[config.mk]
export PLATFORM = sky130hd
export DESIGN_NAME = wav_pcm_header_parser_core_flat
export DESIGN_NICKNAME = d
export VERILOG_FILES = /design/src/rtl/core/wpp_pkg.sv /design/src/rtl/core/wpp_if.sv /design/src/rtl/core/wpp_divider.sv /design/src/rtl/core/wav_pcm_header_parser_core.sv /design/src/flat_wrapper.sv
export VERILOG_INCLUDE_DIRS = /design/src /design/src/rtl/core
export SDC_FILE = /design/constraint.sdc
export NUM_CORES = 1
export LEC_CHECK = 0
export CORE_AREA = 2 2 201 203
export CTS_CLUSTER_SIZE = 12
export DETAILED_ROUTE_END_ITERATION = 16
export DIE_AREA = 0 0 203 205
export DONT_BUFFER_PORTS = 1
export SLEW_MARGIN = 25
export SYNTH_ARGS = -nofsm -noshare
export SYNTH_HDL_FRONTEND = slang
export SYNTH_SLANG_ARGS = --single-unit
[constraint.sdc]
create_clock -name clk -period 10.1 [get_ports clk]
set_input_delay 1.515 -clock clk [delete_from_list [all_inputs] [get_ports clk]]
set_output_delay 1.515 -clock clk [all_outputs]
set_load 0.01 [all_outputs]
[src/rtl/core/wav_pcm_header_parser_core_macros.svh]
// Assertion macros shared by the WAVE header parser RTL.
`ifndef WAV_PCM_HEADER_PARSER_CORE_MACROS_SVH
`define WAV_PCM_HEADER_PARSER_CORE_MACROS_SVH
`ifndef NO_ASSERTIONS
// Same-cycle implication, checked out of reset.
`define WPP_ASSERT_SAME(lbl, ante, cons) \
  lbl: assert property (@(posedge clk) disable iff (!rst_n) (ante) |-> (cons)) \
    else $error("wpp assertion failed");
// Next-cycle implication, checked out of reset.
`define WPP_ASSERT_NEXT(lbl, ante, cons) \
  lbl: assert property (@(posedge clk) disable iff (!rst_n) (ante) |=> (cons)) \
    else $error("wpp assertion failed");
`else
`define WPP_ASSERT_SAME(lbl, ante, cons)
`define WPP_ASSERT_NEXT(lbl, ante, cons)
`endif
`endif

[src/rtl/core/wpp_pkg.sv]
// Package with types, codes and the microcode table of the WAVE header parser.
package wpp_pkg;

  // Result status codes.
  localparam logic [2:0] STAT_OK        = 3'd0;
  localparam logic [2:0] STAT_BAD_RIFF  = 3'd1;
  localparam logic [2:0] STAT_BAD_WAVE  = 3'd2;
  localparam logic [2:0] STAT_BAD_FMT   = 3'd3;
  localparam logic [2:0] STAT_NOT_PCM   = 3'd4;
  localparam logic [2:0] STAT_BAD_DATA  = 3'd5;
  localparam logic [2:0] STAT_ZERO_FLD  = 3'd6;
  localparam logic [2:0] STAT_TRUNCATED = 3'd7;

  // Chunk tags as little-endian words, and fixed header values.
  localparam logic [31:0] TAG_RIFF       = 32'h4646_4952;
  localparam logic [31:0] TAG_WAVE       = 32'h4556_4157;
  localparam logic [31:0] TAG_FMT        = 32'h2074_6d66;
  localparam logic [31:0] TAG_DATA       = 32'h6174_6164;
  localparam logic [31:0] FMT_WITH_EXTRA = 32'd18;
  localparam logic [31:0] FMT_PCM        = 32'd1;

  // Microprogram addresses, one step per header field.
  localparam logic [3:0] STEP_IDLE  = 4'd0;
  localparam logic [3:0] STEP_RIFF  = 4'd1;
  localparam logic [3:0] STEP_RSIZE = 4'd2;
  localparam logic [3:0] STEP_WAVE  = 4'd3;
  localparam logic [3:0] STEP_FMT   = 4'd4;
  localparam logic [3:0] STEP_FSIZE = 4'd5;
  localparam logic [3:0] STEP_FTAG  = 4'd6;
  localparam logic [3:0] STEP_CHAN  = 4'd7;
  localparam logic [3:0] STEP_RATE  = 4'd8;
  localparam logic [3:0] STEP_BRATE = 4'd9;
  localparam logic [3:0] STEP_ALIGN = 4'd10;
  localparam logic [3:0] STEP_BITS  = 4'd11;
  localparam logic [3:0] STEP_XSIZE = 4'd12;
  localparam logic [3:0] STEP_XSKIP = 4'd13;
  localparam logic [3:0] STEP_DTAG  = 4'd14;
  localparam logic [3:0] STEP_DSIZE = 4'd15;

  // Field lengths as a 2-bit byte count; a four-byte field wraps to zero.
  localparam logic [1:0] LEN_2 = 2'd2;
  localparam logic [1:0] LEN_4 = 2'd0;

  typedef enum logic [1:0] {
    CHK_NONE  = 2'd0,
    CHK_TAG   = 2'd1,
    CHK_PCM   = 2'd2,
    CHK_FINAL = 2'd3
  } chk_t;

  typedef enum logic [3:0] {
    DST_NONE  = 4'd0,
    DST_FSIZE = 4'd1,
    DST_CHAN  = 4'd2,
    DST_RATE  = 4'd3,
    DST_BRATE = 4'd4,
    DST_ALIGN = 4'd5,
    DST_BITS  = 4'd6,
    DST_XSIZE = 4'd7
  } dst_t;

  typedef enum logic [1:0] {
    JMP_ALWAYS = 2'd0,
    JMP_FMT18  = 2'd1,
    JMP_XNZ    = 2'd2
  } jmp_t;

  // One control word per step.
  typedef struct packed {
    logic        skip;
    logic [1:0]  len;
    chk_t        chk;
    logic [31:0] tag;
    logic [2:0]  fail;
    dst_t        dst;
    jmp_t        jmp;
    logic [3:0]  next;
    logic [3:0]  alt;
  } uword_t;

  // Request to and answer from the frame-count divider.
  typedef struct packed {
    logic        start;
    logic [31:0] dividend;
    logic [15:0] divisor;
  } div_req_t;

  typedef struct packed {
    logic        busy;
    logic        done;
    logic [31:0] quotient;
  } div_rsp_t;

  // Microcode table.
  function automatic uword_t wpp_ucode(input logic [3:0] step);
    uword_t w;
    w = '{skip: 1'b0, len: LEN_4, chk: CHK_NONE, tag: 32'd0, fail: STAT_OK,
          dst: DST_NONE, jmp: JMP_ALWAYS, next: STEP_IDLE, alt: STEP_IDLE};
    unique case (step)
      STEP_RIFF: begin
        w.chk = CHK_TAG; w.tag = TAG_RIFF; w.fail = STAT_BAD_RIFF; w.next = STEP_RSIZE;
      end
      STEP_RSIZE: w.next = STEP_WAVE;
      STEP_WAVE: begin
        w.chk = CHK_TAG; w.tag = TAG_WAVE; w.fail = STAT_BAD_WAVE; w.next = STEP_FMT;
      end
      STEP_FMT: begin
        w.chk = CHK_TAG; w.tag = TAG_FMT; w.fail = STAT_BAD_FMT; w.next = STEP_FSIZE;
      end
      STEP_FSIZE: begin
        w.dst = DST_FSIZE; w.next = STEP_FTAG;
      end
      STEP_FTAG: begin
        w.len = LEN_2; w.chk = CHK_PCM; w.fail = STAT_NOT_PCM; w.next = STEP_CHAN;
      end
      STEP_CHAN: begin
        w.len = LEN_2; w.dst = DST_CHAN; w.next = STEP_RATE;
      end
      STEP_RATE: begin
        w.dst = DST_RATE; w.next = STEP_BRATE;
      end
      STEP_BRATE: begin
        w.dst = DST_BRATE; w.next = STEP_ALIGN;
      end
      STEP_ALIGN: begin
        w.len = LEN_2; w.dst = DST_ALIGN; w.next = STEP_BITS;
      end
      STEP_BITS: begin
        w.len = LEN_2; w.dst = DST_BITS; w.jmp = JMP_FMT18;
        w.next = STEP_XSIZE; w.alt = STEP_DTAG;
      end
      STEP_XSIZE: begin
        w.len = LEN_2; w.dst = DST_XSIZE; w.jmp = JMP_XNZ;
        w.next = STEP_XSKIP; w.alt = STEP_DTAG;
      end
      STEP_XSKIP: begin
        w.skip = 1'b1; w.next = STEP_DTAG;
      end
      STEP_DTAG: begin
        w.chk = CHK_TAG; w.tag = TAG_DATA; w.fail = STAT_BAD_DATA; w.next = STEP_DSIZE;
      end
      STEP_DSIZE: w.chk = CHK_FINAL;
      default: w.next = STEP_IDLE;
    endcase
    return w;
  endfunction

endpackage

[src/rtl/core/wpp_if.sv]
// Valid/ready channel interfaces for header bytes and parse results.
interface wpp_in_if;
  logic       valid;
  logic       ready;
  logic [7:0] header_byte;
  logic       start_req;
  logic       last;

  modport source (output valid, header_byte, start_req, last, input ready);
  modport sink (input valid, header_byte, start_req, last, output ready);
endinterface

interface wpp_out_if;
  logic        valid;
  logic        ready;
  logic [2:0]  status;
  logic [15:0] channels;
  logic [31:0] sample_rate;
  logic [34:0] bit_rate;
  logic [15:0] bytes_per_frame;
  logic [15:0] bits_per_sample;
  logic [16:0] data_offset;
  logic [31:0] data_bytes;
  logic [31:0] frame_count;

  modport source (output valid, status, channels, sample_rate, bit_rate, bytes_per_frame,
                  bits_per_sample, data_offset, data_bytes, frame_count, input ready);
  modport sink (input valid, status, channels, sample_rate, bit_rate, bytes_per_frame,
                bits_per_sample, data_offset, data_bytes, frame_count, output ready);
endinterface

[src/rtl/core/wpp_divider.sv]
// Restoring divider, one quotient bit per cycle, for the frame count.
module wpp_divider
  import wpp_pkg::*;
(
  input  logic     clk,
  input  logic     rst_n,
  input  div_req_t req,
  output div_rsp_t rsp
);

  logic        busy_r, busy_nxt;
  logic [4:0]  cnt_r, cnt_nxt;
  logic [15:0] rem_r, rem_nxt;
  logic [31:0] work_r, work_nxt;
  logic [15:0] dvsr_r, dvsr_nxt;
  logic [16:0] trial;
  logic [16:0] diff;
  logic        ge;

  // One shift-and-subtract step; the dividend shifts out as quotient bits shift in.
  always_comb begin
    trial    = {rem_r, work_r[31]};
    diff     = trial - {1'b0, dvsr_r};
    ge       = (trial >= {1'b0, dvsr_r});
    busy_nxt = busy_r;
    cnt_nxt  = cnt_r;
    rem_nxt  = rem_r;
    work_nxt = work_r;
    dvsr_nxt = dvsr_r;
    if (req.start) begin
      busy_nxt = 1'b1;
      cnt_nxt  = 5'd0;
      rem_nxt  = 16'd0;
      work_nxt = req.dividend;
      dvsr_nxt = req.divisor;
    end else if (busy_r) begin
      rem_nxt  = ge ? diff[15:0] : trial[15:0];
      work_nxt = {work_r[30:0], ge};
      cnt_nxt  = cnt_r + 5'd1;
      if (cnt_r == 5'd31) begin
        busy_nxt = 1'b0;
      end
    end
  end

  always_ff @(posedge clk) begin
    if (!rst_n) begin
      busy_r <= 1'b0;
      cnt_r  <= 5'd0;
    end else begin
      busy_r <= busy_nxt;
      cnt_r  <= cnt_nxt;
    end
  end

  always_ff @(posedge clk) begin
    rem_r  <= rem_nxt;
    work_r <= work_nxt;
    dvsr_r <= dvsr_nxt;
  end

  // The final quotient is presented with the last step.
  assign rsp.busy     = busy_r;
  assign rsp.done     = busy_r && (cnt_r == 5'd31);
  assign rsp.quotient = {work_r[30:0], ge};

endmodule

[src/rtl/core/wav_pcm_header_parser_core.sv]
// Top level of the RIFF/WAVE PCM header parser.
// The parser takes one file byte per cycle on in_ch, unless in_ch stalls, starting
// at offset zero with start_req set, and gives one result word on out_ch per file:
// a status and, when the status is ok, the format fields, the data offset, the bit
// rate and the frame count. After the data size field completes with ok status,
// the frame count comes from a bit-serial divider, so in_ch stalls once per file
// while the divider runs and the result word is offered on the cycle after it ends.
// A failed check or early end gives its result on the cycle after the byte that
// caused it, with all other fields zero. Bytes before a start_req, and after a
// result, are taken and dropped.
// in_ch also stalls while a finished result waits on out_ch.
`include "wav_pcm_header_parser_core_macros.svh"
module wav_pcm_header_parser_core
  import wpp_pkg::*;
(
  input  logic             clk,
  input  logic             rst_n,
  wpp_in_if.sink           in_ch,
  wpp_out_if.source        out_ch
);

  typedef enum logic [1:0] {
    ST_PARSE = 2'b01,
    ST_DIV   = 2'b10
  } state_t;

  state_t      state_r, state_nxt;
  logic [3:0]  upc_r, upc_nxt;
  logic [16:0] pos_r, pos_nxt;
  logic [31:0] shift_r, shift_nxt;
  logic [1:0]  fb_r, fb_nxt;
  logic [31:0] fmt_r, fmt_nxt;
  logic [15:0] chan_r, chan_nxt;
  logic [31:0] rate_r, rate_nxt;
  logic [31:0] brate_r, brate_nxt;
  logic [15:0] align_r, align_nxt;
  logic [15:0] bits_r, bits_nxt;
  logic [15:0] extra_r, extra_nxt;
  logic [31:0] dsize_r, dsize_nxt;

  logic        ov_r, ov_nxt;
  logic [2:0]  o_status_r, o_status_nxt;
  logic [15:0] o_chan_r, o_chan_nxt;
  logic [31:0] o_rate_r, o_rate_nxt;
  logic [34:0] o_brate_r, o_brate_nxt;
  logic [15:0] o_align_r, o_align_nxt;
  logic [15:0] o_bits_r, o_bits_nxt;
  logic [16:0] o_pos_r, o_pos_nxt;
  logic [31:0] o_dsize_r, o_dsize_nxt;
  logic [31:0] o_frames_r, o_frames_nxt;

  logic        in_ready;
  logic        accept;
  logic        active;
  logic [3:0]  step;
  uword_t      uw;
  logic [16:0] pos_base;
  logic [31:0] shift_base;
  logic [1:0]  fb_base;
  logic [1:0]  fb_inc;
  logic [31:0] asm_word;
  logic        complete;
  logic        have_res;
  logic [2:0]  res_status;
  logic        ok_fire;
  logic [15:0] extra_dec;
  div_req_t    div_req;
  div_rsp_t    div_rsp;

  // A word is taken while parsing and the output register is free or draining.
  assign in_ready = (state_r == ST_PARSE) && (!ov_r || out_ch.ready);
  assign accept   = in_ch.valid && in_ready;

  // A start byte restarts the program at the RIFF tag with a fresh field.
  assign step       = in_ch.start_req ? STEP_RIFF : upc_r;
  assign pos_base   = in_ch.start_req ? 17'd0 : pos_r;
  assign shift_base = in_ch.start_req ? 32'd0 : shift_r;
  assign fb_base    = in_ch.start_req ? 2'd0 : fb_r;
  assign uw         = wpp_ucode(step);
  assign active     = accept && (step != STEP_IDLE);

  // Little-endian field assembly.
  assign asm_word  = shift_base | ({24'd0, in_ch.header_byte} << {fb_base, 3'b000});
  assign fb_inc    = fb_base + 2'd1;
  assign complete  = !uw.skip && (fb_inc == uw.len);
  assign extra_dec = extra_r - 16'd1;

  // Checks named by the control word, then early end.
  always_comb begin
    have_res   = 1'b0;
    res_status = STAT_OK;
    if (complete) begin
      case (uw.chk)
        CHK_TAG: begin
          have_res   = (asm_word != uw.tag);
          res_status = uw.fail;
        end
        CHK_PCM: begin
          have_res   = (asm_word != FMT_PCM);
          res_status = uw.fail;
        end
        CHK_FINAL: begin
          have_res   = 1'b1;
          res_status = (align_r == 16'd0 || rate_r == 32'd0 || chan_r == 16'd0) ?
                       STAT_ZERO_FLD : STAT_OK;
        end
        default: begin
          have_res   = 1'b0;
          res_status = STAT_OK;
        end
      endcase
    end
    if (!have_res && in_ch.last) begin
      have_res   = 1'b1;
      res_status = STAT_TRUNCATED;
    end
  end

  assign ok_fire = active && have_res && (res_status == STAT_OK);

  // Divider for the frame count.
  assign div_req.start    = ok_fire;
  assign div_req.dividend = asm_word;
  assign div_req.divisor  = align_r;

  wpp_divider u_div (
    .clk (clk),
    .rst_n (rst_n),
    .req (div_req),
    .rsp (div_rsp)
  );

  // Sequencer and datapath next state.
  always_comb begin
    state_nxt = state_r;
    upc_nxt   = upc_r;
    pos_nxt   = pos_r;
    shift_nxt = shift_r;
    fb_nxt    = fb_r;
    fmt_nxt   = fmt_r;
    chan_nxt  = chan_r;
    rate_nxt  = rate_r;
    brate_nxt = brate_r;
    align_nxt = align_r;
    bits_nxt  = bits_r;
    extra_nxt = extra_r;
    dsize_nxt = dsize_r;
    if (accept && !active) begin
      upc_nxt = STEP_IDLE;
    end
    if (active) begin
      pos_nxt = pos_base + 17'd1;
      upc_nxt = step;
      if (uw.skip) begin
        extra_nxt  = extra_dec;
        shift_nxt  = shift_base;
        fb_nxt     = fb_base;
        if (extra_dec == 16'd0) begin
          upc_nxt = uw.next;
        end
      end else if (complete) begin
        shift_nxt = 32'd0;
        fb_nxt    = 2'd0;
        case (uw.dst)
          DST_FSIZE: fmt_nxt   = asm_word;
          DST_CHAN:  chan_nxt  = asm_word[15:0];
          DST_RATE:  rate_nxt  = asm_word;
          DST_BRATE: brate_nxt = asm_word;
          DST_ALIGN: align_nxt = asm_word[15:0];
          DST_BITS:  bits_nxt  = asm_word[15:0];
          DST_XSIZE: extra_nxt = asm_word[15:0];
          default:   dsize_nxt = asm_word;
        endcase
        case (uw.jmp)
          JMP_FMT18: upc_nxt = (fmt_r == FMT_WITH_EXTRA) ? uw.next : uw.alt;
          JMP_XNZ:   upc_nxt = (asm_word[15:0] != 16'd0) ? uw.next : uw.alt;
          default:   upc_nxt = uw.next;
        endcase
      end else begin
        shift_nxt = asm_word;
        fb_nxt    = fb_inc;
      end
      if (have_res) begin
        upc_nxt = STEP_IDLE;
      end
      if (ok_fire) begin
        dsize_nxt = asm_word;
        state_nxt = ST_DIV;
      end
    end
    if (state_r == ST_DIV && div_rsp.done) begin
      state_nxt = ST_PARSE;
    end
  end

  // Output register: failed results load at once, ok results when the divider ends.
  always_comb begin
    ov_nxt       = ov_r && !out_ch.ready;
    o_status_nxt = o_status_r;
    o_chan_nxt   = o_chan_r;
    o_rate_nxt   = o_rate_r;
    o_brate_nxt  = o_brate_r;
    o_align_nxt  = o_align_r;
    o_bits_nxt   = o_bits_r;
    o_pos_nxt    = o_pos_r;
    o_dsize_nxt  = o_dsize_r;
    o_frames_nxt = o_frames_r;
    if (active && have_res && !ok_fire) begin
      ov_nxt       = 1'b1;
      o_status_nxt = res_status;
      o_chan_nxt   = 16'd0;
      o_rate_nxt   = 32'd0;
      o_brate_nxt  = 35'd0;
      o_align_nxt  = 16'd0;
      o_bits_nxt   = 16'd0;
      o_pos_nxt    = 17'd0;
      o_dsize_nxt  = 32'd0;
      o_frames_nxt = 32'd0;
    end else if (ok_fire) begin
      o_status_nxt = STAT_OK;
      o_chan_nxt   = chan_r;
      o_rate_nxt   = rate_r;
      o_brate_nxt  = {brate_r, 3'b000};
      o_align_nxt  = align_r;
      o_bits_nxt   = bits_r;
      o_pos_nxt    = pos_base + 17'd1;
      o_dsize_nxt  = asm_word;
    end else if (state_r == ST_DIV && div_rsp.done) begin
      ov_nxt       = 1'b1;
      o_frames_nxt = div_rsp.quotient;
    end
  end

  always_ff @(posedge clk) begin
    if (!rst_n) begin
      state_r <= ST_PARSE;
      upc_r   <= STEP_IDLE;
      pos_r   <= 17'd0;
      shift_r <= 32'd0;
      fb_r    <= 2'd0;
      ov_r    <= 1'b0;
    end else begin
      state_r <= state_nxt;
      upc_r   <= upc_nxt;
      pos_r   <= pos_nxt;
      shift_r <= shift_nxt;
      fb_r    <= fb_nxt;
      ov_r    <= ov_nxt;
    end
  end

  always_ff @(posedge clk) begin
    fmt_r      <= fmt_nxt;
    chan_r     <= chan_nxt;
    rate_r     <= rate_nxt;
    brate_r    <= brate_nxt;
    align_r    <= align_nxt;
    bits_r     <= bits_nxt;
    extra_r    <= extra_nxt;
    dsize_r    <= dsize_nxt;
    o_status_r <= o_status_nxt;
    o_chan_r   <= o_chan_nxt;
    o_rate_r   <= o_rate_nxt;
    o_brate_r  <= o_brate_nxt;
    o_align_r  <= o_align_nxt;
    o_bits_r   <= o_bits_nxt;
    o_pos_r    <= o_pos_nxt;
    o_dsize_r  <= o_dsize_nxt;
    o_frames_r <= o_frames_nxt;
  end

  // Port drive.
  assign in_ch.ready            = in_ready;
  assign out_ch.valid           = ov_r;
  assign out_ch.status          = o_status_r;
  assign out_ch.channels        = o_chan_r;
  assign out_ch.sample_rate     = o_rate_r;
  assign out_ch.bit_rate        = o_brate_r;
  assign out_ch.bytes_per_frame = o_align_r;
  assign out_ch.bits_per_sample = o_bits_r;
  assign out_ch.data_offset     = o_pos_r;
  assign out_ch.data_bytes      = o_dsize_r;
  assign out_ch.frame_count     = o_frames_r;

  // The divider runs only while the sequencer waits for it.
  `WPP_ASSERT_SAME(a_div_in_div_state, div_rsp.busy, state_r == ST_DIV)
  // The quotient always finds the output register free.
  `WPP_ASSERT_SAME(a_div_done_reg_free, div_rsp.done, !ov_r)
  // An ok header hands over to the divider on the next cycle.
  `WPP_ASSERT_NEXT(a_ok_starts_div, ok_fire, div_rsp.busy && !in_ch.ready)
  // The skip step is entered only with bytes left to skip.
  `WPP_ASSERT_SAME(a_skip_nonzero, upc_r == STEP_XSKIP, extra_r != 16'd0)

endmodule

[src/flat_wrapper.sv]
// flat-port wrapper written by rule: the top's interface ports become plain ports
module wav_pcm_header_parser_core_flat import wpp_pkg::*;
  (clk, rst_n, in_ch_valid, in_ch_header_byte, in_ch_start_req, in_ch_last, in_ch_ready, out_ch_valid, out_ch_status, out_ch_channels, out_ch_sample_rate, out_ch_bit_rate, out_ch_bytes_per_frame, out_ch_bits_per_sample, out_ch_data_offset, out_ch_data_bytes, out_ch_frame_count, out_ch_ready);
  wpp_in_if in_ch_i ();
  wpp_out_if out_ch_i ();
  input  logic clk;
  input  logic rst_n;
  input wire logic [$bits(in_ch_i.valid)-1:0] in_ch_valid;
  input wire logic [$bits(in_ch_i.header_byte)-1:0] in_ch_header_byte;
  input wire logic [$bits(in_ch_i.start_req)-1:0] in_ch_start_req;
  input wire logic [$bits(in_ch_i.last)-1:0] in_ch_last;
  output wire logic [$bits(in_ch_i.ready)-1:0] in_ch_ready;
  output wire logic [$bits(out_ch_i.valid)-1:0] out_ch_valid;
  output wire logic [$bits(out_ch_i.status)-1:0] out_ch_status;
  output wire logic [$bits(out_ch_i.channels)-1:0] out_ch_channels;
  output wire logic [$bits(out_ch_i.sample_rate)-1:0] out_ch_sample_rate;
  output wire logic [$bits(out_ch_i.bit_rate)-1:0] out_ch_bit_rate;
  output wire logic [$bits(out_ch_i.bytes_per_frame)-1:0] out_ch_bytes_per_frame;
  output wire logic [$bits(out_ch_i.bits_per_sample)-1:0] out_ch_bits_per_sample;
  output wire logic [$bits(out_ch_i.data_offset)-1:0] out_ch_data_offset;
  output wire logic [$bits(out_ch_i.data_bytes)-1:0] out_ch_data_bytes;
  output wire logic [$bits(out_ch_i.frame_count)-1:0] out_ch_frame_count;
  input wire logic [$bits(out_ch_i.ready)-1:0] out_ch_ready;
  assign in_ch_i.valid = in_ch_valid;
  assign in_ch_i.header_byte = in_ch_header_byte;
  assign in_ch_i.start_req = in_ch_start_req;
  assign in_ch_i.last = in_ch_last;
  assign in_ch_ready = in_ch_i.ready;
  assign out_ch_valid = out_ch_i.valid;
  assign out_ch_status = out_ch_i.status;
  assign out_ch_channels = out_ch_i.channels;
  assign out_ch_sample_rate = out_ch_i.sample_rate;
  assign out_ch_bit_rate = out_ch_i.bit_rate;
  assign out_ch_bytes_per_frame = out_ch_i.bytes_per_frame;
  assign out_ch_bits_per_sample = out_ch_i.bits_per_sample;
  assign out_ch_data_offset = out_ch_i.data_offset;
  assign out_ch_data_bytes = out_ch_i.data_bytes;
  assign out_ch_frame_count = out_ch_i.frame_count;
  assign out_ch_i.ready = out_ch_ready;
  wav_pcm_header_parser_core u_core (.clk(clk), .rst_n(rst_n), .in_ch(in_ch_i), .out_ch(out_ch_i));
endmodule
==> run_results.csv <==
group,metric,value,unit
run_status,status,"complete, no violations",
worst_setup_path,crit_arrival,5700,ps
route,vias,13411,
power,switching_power,0.858,mW
clock_tree,h-tree-depth,2,
worst_setup_path,end_kind,"flop",
sta,period_share,53.4,%
synth,synth_top_family_by_area,"compound AO/OA/AOI/OAI gates",
synth,synthXorXnorAreaFrac,2.02,%
synth,synth_cells,1690,
die,die_w,203,µm
power,totalPowerFinal,3.95,mW
route,wl_per_cell,24.1,µm
synth,synth_warnings,0,
sta,finalSetupViolCount,0,
worst_setup_path,cp-start-kind,"flop",
power,combinationalPowerShare,2.8,%
die,coreArea,39400,µm²
synth,synth-simple-area-share,12.6,%
flow_run,cap_violations,0,
power,clkPwrFrac,45.3,%
die,start_util,49.5,%
sta,fin_skew,18.7,ps
synth,synth_fa_ha_area_share,1.84,%
synth,synth_area_leaders,"edfxtp_1 33%, dfxtp_1 28%, a22o_1 7.4%, nand2_1 3.2%, a21oi_1 2.2%",
synth,ys_ff_latch,484,
worst_setup_path,cp_max_fo,105,
power,p_per_area,184,nW/µm²
clock_tree,cts.root.buffer_cell,"clkbuf_16",
clock_tree,cts_made_buffers,50,
global_routing,grt_pass1_vias,12544,
clock_tree,cts_setup_buffers,0,
die,io_pins,215,
worst_setup_path,reg2reg_slack,4710,ps
sta,final_max_slew_viol_count,0,
route,drc_errors,0,
placement,globalplace.congestion,0.863,
sta,fmax,186,MHz
placement,dp.final_hpwl,34700,µm
synth,synth.distinct_cells,79,
clock_tree,cts_sinks,484,
clock_tree,ctsHoldBuffers,0,
sta,max_slew_margin,31.7,%
global_routing,grt_max_degree,106,
sta,tns,0,ps
synth,synth_top_cell_by_area,"edfxtp_1",
synth,synth_compound_area_share,16.5,%
layout,num-fill-cells,3406,
synth,synth-edff-count,211,
sta,rsz0062_at_grt,"no",
synth,synthFlopType,"dfxtp_1",
layout,drive_gt1_share,8.81,%
synth,avgSynthCellArea,11.5,µm²
clock_tree,clock_latency,600,ps
min_path,min_path_type,"reg -> reg",
global_routing,antenna_found_initial,2,
worst_setup_path,crit_type,"reg -> reg",
power,intPower,3.09,mW
synth,synth_top_area_share,32.5,%
global_routing,grt_overflow,0,
route,dr.pass1.iters,6,
route,drt_iter0_drc,1232,
route,via_per_inst,6.02,
worst_setup_path,cp.required,10410,ps
power,switching_share,21.7,%
clock_tree,cts_tree,"built",
layout,fin_util,54.4,%
die,die_h,205,µm
die,die_area,41600,µm²
power,sequentialPowerShare,51.9,%
die,std_cell_rows,73,
synth,ys_seq_area_share,60.6,%
clock_tree,clk_path_buf_depth,3,
layout,area_growth,10.0,%
sta,min_period,5390,ps
synth,synthMuxAreaShare,2.37,%
global_routing,grt_pass1_wl,80700,µm
clock_tree,cts_resized,0,
power,vdd_drop_max,0.000109,V
route,ant_nets,0,
global_routing,track_usage,25.6,%
layout,nets,1702,
synth,ys_async_sr_fraction,0,%
placement,io_buffers,0,
clock_tree,cts.reportedPaths.clkPinSlew,60,ps
synth,synth_area,19500,µm²
sta,hold_viol_final,0,
power,power.leakage,7.56,nW
route,drt-total-wl,53600,µm
sta,worst_pin_slew,1020,ps
-- sequential cells by signal, summed over array words and instances, names as in the netlist, 17 cells and up --
register                   cells
u_core.out_ch.data_offset     17
u_core.shift_r                32
u_core.out_ch.data_bytes      32
u_core.brate_r                32
u_core.u_div.work_r           32
u_core.pos_r                  17
u_core.fmt_r                  32
u_core.out_ch.sample_rate     32
u_core.out_ch.bit_rate        32
u_core.rate_r                 32
u_core.out_ch.frame_count     32
-- layout by cell type (no fill, tap or decap), types with 5 or more instances in the layout --
master / count
nand4_1: 18
clkbuf_16: 51
or3_1: 7
nor2b_1: 44
nand2b_1: 12
o211a_1: 5
and3_1: 15
ha_1: 27
nand3_1: 33
mux2i_1: 18
o21ai_0: 44
a31oi_1: 13
dfxtp_1: 273
and4_1: 7
nand3b_1: 9
nand2_1: 163
a22o_1: 165
o21a_1: 6
a21o_1: 6
or2_2: 5
nor2_1: 80
a211oi_1: 13
a21oi_1: 83
nor4_1: 33
mux2_2: 25
o211ai_1: 9
nor4b_1: 6
clkbuf_1: 26
buf_4: 32
xor2_1: 23
a22oi_1: 29
clkbuf_8: 6
inv_1: 51
xnor2_1: 22
nor3_1: 18
edfxtp_1: 211
a21boi_0: 22
-- path summary, 6_finish.rpt --
kind	from	to	cells past startpoint
worst max-delay path	u_core.upc_r[0]$_SDFFE_PN0P_	u_core.out_ch.status[1]$_SDFFCE_PN0P_	13
worst min-delay path	u_core.bits_r[8]$_DFFE_PP_	u_core.out_ch.bits_per_sample[8]$_SDFFE_PP0N_	1
worst max register to register	u_core.upc_r[0]$_SDFFE_PN0P_	u_core.out_ch.status[1]$_SDFFCE_PN0P_	13
worst min register to register	u_core.bits_r[8]$_DFFE_PP_	u_core.out_ch.bits_per_sample[8]$_SDFFE_PP0N_	1
-- critical path, cell delays in order, from the launching register on --
cell	delay [ps]
dfxtp_1	770
nor3b_1	640
nor3_1	140
nand2_1	110
inv_1	60
ha_1	300
nor4_1	490
nand4_1	150
o21a_1	160
nor4_2	550
a31o_1	320
or2_4	560
buf_6	680
a31oi_1	70
-- logic make-up (layout without fill, tap and decap cells) --
| family | after synthesis | in the layout |
|---|---|---|
| XOR/XNOR | 45 | 45 |
| adder cells (fa/ha/maj) | 28 | 28 |
| AND/OR/NAND/NOR | 483 | 483 |
| multiplexers | 43 | 43 |
| buffers and inverters | 169 | 179 |
| flip-flops | 484 | 484 |
| other | 1 | 4 |
| AO/OA/AOI/OAI | 437 | 437 |
-- cells in the mapped netlist (6+ instances only) --
master / instances
nor4b_1: 6
a21o_1: 6
xor2_1: 23
buf_6: 15
or3_1: 7
dfxtp_1: 273
nand3_1: 33
nor2b_1: 44
nand3b_1: 9
o211ai_1: 9
a22oi_1: 29
mux2_2: 25
mux2i_1: 18
buf_2: 37
o21ai_0: 44
nor2_1: 83
clkbuf_1: 57
nand2b_1: 12
a211oi_1: 13
nand2_1: 164
o21a_1: 6
a31oi_1: 13
and3_1: 15
a21oi_1: 86
ha_1: 27
nor3_1: 20
a22o_1: 165
and4_1: 8
nand4_1: 18
nor4_1: 33
xnor2_1: 22
edfxtp_1: 211
a21boi_0: 22
inv_1: 51
-- cell type report --
cell class	count	area [µm²]	area share, %
Antenna cell	1	2.50	0.0117
Tap cell	525	657	3.06
Inverter	52	195	0.911
Sequential cell	484	11800	55.1
Clock buffer	83	1460	6.80
Multi-Input combinational cell	1039	6950	32.4
Clock inverter	11	124	0.578
Timing Repair Buffer	33	251	1.17
-- metrics by stage --
step                instances  worst slack, ps  hold slack [ps]  cell area [µm²]
floorplan                1692             3930              432            19500
global placement         2133             4030              441            19800
detailed placement       2133             3990              450            19800
CTS                      2227             4490              454            21400
global route             2228             4260              477            21400
finish                   2228             4710              451            21400
-- power by group through the flow --
stage	clock network (mW)	logic (mW)	registers, mW
global placement	0	0.108	2.09
floorplan	0	0.0828	2.09
CTS	1.82	0.110	2.05
detailed placement	0	0.110	2.09
global route	1.90	0.119	2.05
finish	1.79	0.110	2.05
-- metal layers --
layer  vias up  track usage, %  share of wire [%]
li1       6210               -                  -
met1      6618            35.3                 44
met2       511            40.1                 45
met3        72            6.95                9.0
met4         0            6.67                2.1
met5         -               0                  0
(Power assumes the default switching activity.)
